**src/dcfd_pkg.sv**
```systemverilog
// Package for the DirectConnect flow detector: verdict and phase codes,
// match patterns and length thresholds. No dependencies.
`timescale 1ns / 1ps

package dcfd_pkg;

  typedef enum logic [1:0] {
    VERDICT_BUSY  = 2'd0,
    VERDICT_FOUND = 2'd1,
    VERDICT_NONE  = 2'd2,
    VERDICT_RSVD  = 2'd3
  } verdict_t;

  typedef enum logic [1:0] {
    PHASE_INIT  = 2'd0,
    PHASE_HUB   = 2'd1,
    PHASE_PEER  = 2'd2,
    PHASE_FOUND = 2'd3
  } phase_t;

  localparam logic [3:0] MAX_INSPECTIONS_RESET = 4'd10;

  localparam logic [47:0] PAT_LOCK = "$Lock ";
  localparam logic [63:0] PAT_NICK = "$MyNick ";
  localparam logic [71:0] PAT_ADC_MID = "SUP ADBAS";  // bytes 1..9 of the ADC forms
  localparam logic [31:0] PAT_SR   = "$SR ";

  localparam logic [7:0] CH_PIPE   = "|";
  localparam logic [7:0] CH_DOLLAR = "$";
  localparam logic [7:0] CH_LT     = "<";
  localparam logic [7:0] CH_RPAR   = ")";
  localparam logic [7:0] CH_H      = "H";
  localparam logic [7:0] CH_C      = "C";
  localparam logic [7:0] CH_ZERO   = "0";
  localparam logic [7:0] CH_E      = "E";

  localparam logic [15:0] LEN_TCP_MIN = 16'd6;   // tail marks need length above this
  localparam logic [15:0] LEN_NICK    = 16'd8;
  localparam logic [15:0] LEN_ADC     = 16'd11;
  localparam logic [15:0] LEN_UDP_MIN = 16'd58;

endpackage

```
**src/direct_connect_flow_detector.sv**
```systemverilog
// Per-flow DirectConnect classifier: input register, verdict logic, result register.
// Depends on dcfd_pkg.
`timescale 1ns / 1ps

// Usage
//   Input channel (in_valid/in_ready): one packet summary per item, all for the
//   same flow. Result channel (out_valid/out_ready): one verdict per item, in
//   order: 0 in progress, 1 detected, 2 no match.
//   cfg_wr_en/cfg_wr_data write max_inspections; write only while no item is
//   in flight.
// Pipeline
//   An accepted item waits in the input register; then the verdict logic and
//   flow state update land in the result register. One item per cycle
//   sustained while out_ready stays high; the flow state is read and written in
//   the same cycle, so consecutive items need no bubble.
// Reset
//   Synchronous, active low. Both stages empty, flow phase and inspection count
//   zero, max_inspections back to 10.
// Stall
//   While out_ready is low the verdict holds; the input register still takes
//   one more item, then in_ready drops until the result is taken.
module direct_connect_flow_detector (
  input  logic        clk,
  input  logic        rst_n,
  input  logic        in_valid,
  output logic        in_ready,
  input  logic [63:0] in_head_high,
  input  logic [23:0] in_head_low,
  input  logic [23:0] in_tail_bytes,
  input  logic [15:0] in_payload_length,
  input  logic        in_from_responder,
  input  logic        in_is_udp,
  output logic        out_valid,
  input  logic        out_ready,
  output logic [1:0]  out_verdict,
  input  logic        cfg_wr_en,
  input  logic [3:0]  cfg_wr_data
);
  import dcfd_pkg::*;

  logic        s1_valid_r;
  logic [63:0] hh_r;
  logic [23:0] hl_r;
  logic [23:0] tl_r;
  logic [15:0] len_r;
  logic        resp_r;
  logic        udp_r;

  logic        out_valid_r;
  verdict_t    verdict_r, verdict_nxt;
  phase_t      phase_r, phase_nxt;
  logic [3:0]  count_r, count_nxt;
  logic [3:0]  max_insp_r;

  logic advance;
  logic accept;

  assign advance  = s1_valid_r && (!out_valid_r || out_ready);
  assign in_ready = !s1_valid_r || advance;
  assign accept   = in_valid && in_ready;

  // Pattern compares on the registered item
  logic [7:0] head0, last, last2, last3;
  logic       m_lock, m_nick, m_adc, m_sr, tail_pd, tcp_long, udp_long;

  always_comb begin
    head0    = hh_r[63:56];
    last     = tl_r[7:0];
    last2    = tl_r[15:8];
    last3    = tl_r[23:16];
    tcp_long = len_r > LEN_TCP_MIN;
    udp_long = len_r > LEN_UDP_MIN;
    tail_pd  = (last2 == CH_PIPE) && (last == CH_DOLLAR);
    m_lock   = (hh_r[63:16] == PAT_LOCK);
    m_nick   = (hh_r == PAT_NICK) && (len_r >= LEN_NICK);
    m_adc    = (len_r >= LEN_ADC) && ((head0 == CH_H) || (head0 == CH_C))
               && ({hh_r[55:0], hl_r[23:8]} == PAT_ADC_MID)
               && ((hl_r[7:0] == CH_ZERO) || (hl_r[7:0] == CH_E));
    m_sr     = (hh_r[63:32] == PAT_SR);
  end

  // Verdict and flow state update
  logic       do_count;
  logic [4:0] cnt_inc;

  always_comb begin
    phase_nxt   = phase_r;
    count_nxt   = count_r;
    verdict_nxt = VERDICT_BUSY;
    do_count    = 1'b0;
    cnt_inc     = {1'b0, count_r} + 5'd1;

    if (len_r != 16'd0) begin
      if (!udp_r) begin
        unique case (phase_r)
          PHASE_INIT: begin
            if (tcp_long && (last == CH_PIPE) && m_lock) begin
              phase_nxt = PHASE_HUB;
              do_count  = 1'b1;
            end else if (tcp_long && (last == CH_PIPE) && m_nick) begin
              phase_nxt = PHASE_PEER;
              do_count  = 1'b1;
            end else if (m_adc) begin
              if (!resp_r) begin
                phase_nxt = PHASE_FOUND;
                do_count  = 1'b1;
              end else begin
                verdict_nxt = VERDICT_FOUND;
              end
            end else begin
              do_count = 1'b1;
            end
          end
          PHASE_HUB: begin
            if (m_adc || (tcp_long && ((head0 == CH_DOLLAR) || (head0 == CH_LT))
                          && tail_pd)) begin
              if (!resp_r) begin
                phase_nxt = PHASE_FOUND;
                do_count  = 1'b1;
              end else begin
                verdict_nxt = VERDICT_FOUND;
              end
            end else begin
              do_count = 1'b1;
            end
          end
          PHASE_PEER: begin
            if (tcp_long && (head0 == CH_DOLLAR) && tail_pd) begin
              if (!resp_r) begin
                phase_nxt = PHASE_FOUND;
                do_count  = 1'b1;
              end else begin
                verdict_nxt = VERDICT_FOUND;
              end
            end else begin
              do_count = 1'b1;
            end
          end
          PHASE_FOUND: begin
            if (!resp_r) begin
              do_count = 1'b1;
            end else begin
              verdict_nxt = VERDICT_FOUND;
            end
          end
          default: ;
        endcase
      end else begin
        // UDP: phase doubles as a miss count
        if (resp_r && (phase_r == PHASE_FOUND)) begin
          verdict_nxt = VERDICT_FOUND;
        end else if (udp_long) begin
          if (m_sr && (last3 == CH_RPAR) && tail_pd) begin
            if (!resp_r) begin
              phase_nxt = PHASE_FOUND;
              do_count  = 1'b1;
            end else begin
              verdict_nxt = VERDICT_FOUND;
            end
          end else begin
            phase_nxt = phase_t'(phase_r + 2'd1);
            if (phase_nxt == PHASE_FOUND) begin
              verdict_nxt = VERDICT_NONE;
            end else begin
              do_count = 1'b1;
            end
          end
        end else begin
          do_count = 1'b1;
        end
      end
    end

    // Saturating inspection count
    if (do_count) begin
      if (cnt_inc > {1'b0, max_insp_r}) begin
        count_nxt = max_insp_r;
      end else begin
        count_nxt = cnt_inc[3:0];
      end
      verdict_nxt = (count_nxt >= max_insp_r) ? VERDICT_NONE : VERDICT_BUSY;
    end
  end

  always_ff @(posedge clk) begin
    if (!rst_n) begin
      s1_valid_r  <= 1'b0;
      out_valid_r <= 1'b0;
      phase_r     <= PHASE_INIT;
      count_r     <= 4'd0;
      max_insp_r  <= MAX_INSPECTIONS_RESET;
    end else begin
      if (cfg_wr_en) begin
        max_insp_r <= cfg_wr_data;
      end
      if (accept) begin
        s1_valid_r <= 1'b1;
      end else if (advance) begin
        s1_valid_r <= 1'b0;
      end
      if (advance) begin
        out_valid_r <= 1'b1;
        phase_r     <= phase_nxt;
        count_r     <= count_nxt;
      end else if (out_ready) begin
        out_valid_r <= 1'b0;
      end
    end
  end

  // Payload registers, no reset
  always_ff @(posedge clk) begin
    if (accept) begin
      hh_r   <= in_head_high;
      hl_r   <= in_head_low;
      tl_r   <= in_tail_bytes;
      len_r  <= in_payload_length;
      resp_r <= in_from_responder;
      udp_r  <= in_is_udp;
    end
    if (advance) begin
      verdict_r <= verdict_nxt;
    end
  end

  assign out_valid   = out_valid_r;
  assign out_verdict = verdict_r;

endmodule

```
**config.mk**
```make
export PLATFORM = sky130hd
export DESIGN_NAME = direct_connect_flow_detector
export DESIGN_NICKNAME = d
export VERILOG_FILES = /design/src/dcfd_pkg.sv /design/src/direct_connect_flow_detector.sv
export SDC_FILE = /design/constraint.sdc
export NUM_CORES = 1
export LEC_CHECK = 0
export BUFFER_PORTS_ARGS = -buffer_cell sky130_fd_sc_hd__buf_2
export CORE_ASPECT_RATIO = 1.25
export CORE_MARGIN = 2
export CORE_UTILIZATION = 52
export DETAILED_ROUTE_END_ITERATION = 12
export GPL_ROUTABILITY_DRIVEN = 0
export PLACE_DENSITY = 0.82
export SLEW_MARGIN = 20
export SYNTH_ARGS = -nofsm -noshare
export SYNTH_HDL_FRONTEND = slang
export SYNTH_SLANG_ARGS = --single-unit
```
**constraint.sdc**
```tcl
create_clock -name clk -period 6.25 [get_ports clk]
set_input_delay 1.25 -clock clk [delete_from_list [all_inputs] [get_ports clk]]
set_output_delay 1.25 -clock clk [all_outputs]
set_load 0.02 [all_outputs]
```
==> run_results.csv <==
group,metric,value,unit
yosys,synth.largest_area_cell,"edfxtp_1",
route,wl_met3,598,um
floorplanning,core_area,10700,um2
yosys,syn_area,5760,um2
floorplanning,rows,42,
route,wl_met1,4390,um
floorplanning,die-area,11900,um2
yosys,synth.top_cell.area_share,68.8,%
sta,finalClockSkew,0.00437,ns
yosys,synth-seq-cells,144,
pwr,intPower,1.76,mW
route,top_layer,"met4",
clocking,clk_pin_slew,0.06,ns
yosys,synthMuxAreaShare,1.26,%
yosys,yosysUniqueCellTypes,60,
floorplanning,start_util,54.0,%
yosys,synthAdderAreaFrac,3.04,%
pwr,pwr-share-comb,6.0,%
yosys,synthMostInstantiatedCell,"edfxtp_1",
critical_path,regToRegSetupSlack,2.88,ns
sta,rsz0062_at_grt,"false",
route,routed_wirelength,12100,um
yosys,synth_xor_area_share,0.304,%
route,ant_nets,0,
yosys,avgSynthCellArea,15.3,um2
sta,setup_viol,0,
critical_path,worstPathRequired,6.40,ns
clocking,cts_tree,"yes",
sta,timing.setup.tns,0,ns
critical_path,cpLargestDelayFamily,"compound AO/OA/AOI/OAI gates",
sta,layout_min_cycle_time,3.37,ns
yosys,synth_top_family_by_area,"simple AND/OR/NAND/NOR gates",
critical_path,crit_chain,"ha_1 > ha_1 > nor2b_1 > o21a_1 > o21a_1 > o21ai_0 > nand2_1 > a21oi_1 > ha_1 > nand2b_1 > a21o_1 > a21oi_1 > nor2b_1 > o211ai_1 > o21ai_0",
yosys,synthFlopType,"edfxtp_1",
clocking,post_cts_buffers,0,
global_route,grt_usage,21.0,%
yosys,synth-async-reset-ratio,0,%
route,firstDrtPassIters,5,
yosys,synth-seq-area-share,73.0,%
pwr,power.share.clock,42.6,%
yosys,yosys_warnings,0,
critical_path,slowest_delay,0.40,ns
clocking,clkSinkCount,144,
critical_path,cp_common_cell,"ha_1",
clocking,htreeDepth,4,
yosys,synthesis.instances,377,
floorplanning,io-pin-count,143,
pwr,p_switching,0.464,mW
hold_path,hold_class,"reg2reg",
yosys,synth_compound_gate_area_share,5.85,%
global_route,grt_first_pass_wirelength,18900,um
route,routedWlPerCell,17.8,um
yosys,syn_nets,530,
pwr,p_leak,2.78,nW
sta,holdWs,0.482,ns
clocking,clock_latency,0.41,ns
critical_path,critPathBufInv,0,
sta,final_hold_viol_count,0,
placement,dp_cells,649,
sta,timing.fmax,297,MHz
critical_path,crit_path_start_kind,"flop",
yosys,synth-edff-count,132,
floorplanning,die_x,98.1,um
sta,max_slew.worst_pin.slew,0.985,ns
route,vias_per_cell,5.61,
finish,utilization,67.3,%
placement,io_buffers,142,
sta,period_share,53.9,%
placement,hpwl,8840,um
pwr,power_frac_seq,51.4,%
clocking,cts_buffers,17,
pwr,vdd_ir_drop_max,0.209,mV
route,vias,3818,
clocking,clockBufferDepth,2,
global_route,grt_max_degree,79,
finish,area_growth_syn_to_layout,24.8,%
critical_path,path_class,"reg2reg",
finish,stdcell_count,680,
pwr,power_density,309,nW/um2
global_route,grt_pass1_vias,4047,
clocking,cts_resized,0,
outcome,status,"finished, final reports clean",
finish,nNetsFinal,689,
critical_path,end_kind,"flop",
critical_path,cp_max_fo,5,
critical_path,critPathArrivalTime,3.52,ns
pwr,power,2.22,mW
global_route,antenna_found_initial,1,
yosys,ys_top_cells_by_area,"edfxtp_1 69%, dfxtp_1 4.2%, ha_1 3.0%",
clocking,cts-hold-fix-buffers,0,
sta,slew_viol_final,0,
global_route,grt-ovfl-total,0,
route,dr_wl_met2,6680,um
pwr,sw_frac_of_total,20.9,%
floorplanning,die_y,122,um
route,drtIter0Drc,243,
run,timing.max_cap.violations,0,
yosys,synth_simple_gate_area_share,15.3,%
clocking,root_buffer,"clkbuf_16",
finish,drive_gt1_share,33.3,%
critical_path,slowest_stage,"dfxtp_1",
yosys,synth_common_cells,"132 x edfxtp_1, 25 x nand2_1, 20 x nor2_1",
sta,max_slew_margin,34.3,%
route,drcViolationCount,0,
worst paths after layout:
path / from / endpoint / cells past startpoint
setup / recovery: count_r[0] / out_verdict[1] / 15
hold / removal: count_r[1] / count_r[1] / 2
setup reg to reg: count_r[0] / out_verdict[1] / 15
hold reg to reg: count_r[1] / count_r[1] / 2
area by class of cell:
class	count	area, um2
flip-flops and latches	144	4200
fillers	755	3480
multi-input cells	215	1490
repair buffers	143	718
clock buffers	19	433
well taps	132	165
clock inverters	11	118
inverters	15	56.3
diodes	1	2.50
flip-flops by register name (all words and copies together) (netlist names):
| register | count |
|---|---|
| hl_r | 24 |
| udp_r | 1 |
| hh_r | 64 |
| tl_r | 24 |
| phase_r | 2 |
| count_r | 4 |
| resp_r | 1 |
| len_r | 16 |
| out_valid | 1 |
| out_verdict | 2 |
| s1_valid_r | 1 |
| max_insp_r | 4 |
per-stage QoR:
stage	area [um2]	setup slack, ns
5_1_grt	7180	2.67
6_report	7180	2.88
3_3_place_gp	6630	2.95
3_5_place_dp	6630	2.84
4_1_cts	7180	2.88
2_1_floorplan	5760	1.21
routing by layer:
| metal | up-vias | track usage, % |
|---|---|---|
| li1 | 1825 | - |
| met1 | 1816 | 22.7 |
| met2 | 145 | 38.5 |
| met3 | 32 | 4.88 |
| met4 | 0 | 10.4 |
| met5 | - | 0 |
power groups by stage:
| stage | Combinational (mW) | Sequential, mW | Clock, mW |
|---|---|---|---|
| 2_1_floorplan | 0.0684 | 1.16 | 0 |
| 3_3_place_gp | 0.125 | 1.16 | 0 |
| 3_5_place_dp | 0.132 | 1.16 | 0 |
| 4_1_cts | 0.133 | 1.14 | 0.954 |
| 5_1_grt | 0.148 | 1.15 | 1.00 |
| 6_report | 0.133 | 1.14 | 0.946 |
tightest hold or removal path: stages, from the launching register on:
cell	delay, ns
dfxtp_1	0.32
nand2_1	0.06
mux2i_1	0.06
cell usage in the layout, fill, tap and decap left out, types with 3 or more instances in the layout:
cell type   synthesis  layout
a211oi_1            3       3
a21oi_1             8       8
and3_1              3       3
and4b_1             5       5
buf_2               1     142
clkbuf_16           0      17
clkinvlp_4          0       3
dfxtp_1            12      12
edfxtp_1          132     132
ha_1               14      14
inv_1              15      15
mux2i_1             5       5
nand2_1            25      25
nand2b_1            4       4
nand3_1            13      13
nand3b_1            5       5
nand4_1            11      11
nor2_1             20      20
nor2b_1             4       4
nor3_1             11      11
nor4_1             12      12
nor4b_1             7       7
nor4bb_1            3       3
o211ai_1            4       4
o21a_1              4       4
o21ai_0             6       6
or4_1               4       4
cell families (layout without fill, tap and decap cells):
group / after synthesis / after routing
multiplexers: 7 / 7
AO/OA/AOI/OAI: 47 / 47
XOR/XNOR: 2 / 2
flip-flops: 144 / 144
adder cells (fa/ha/maj): 14 / 14
other: 0 / 1
buffers and inverters: 18 / 188
AND/OR/NAND/NOR: 145 / 145
No activity file was read; power rests on OpenSTA's default activity.
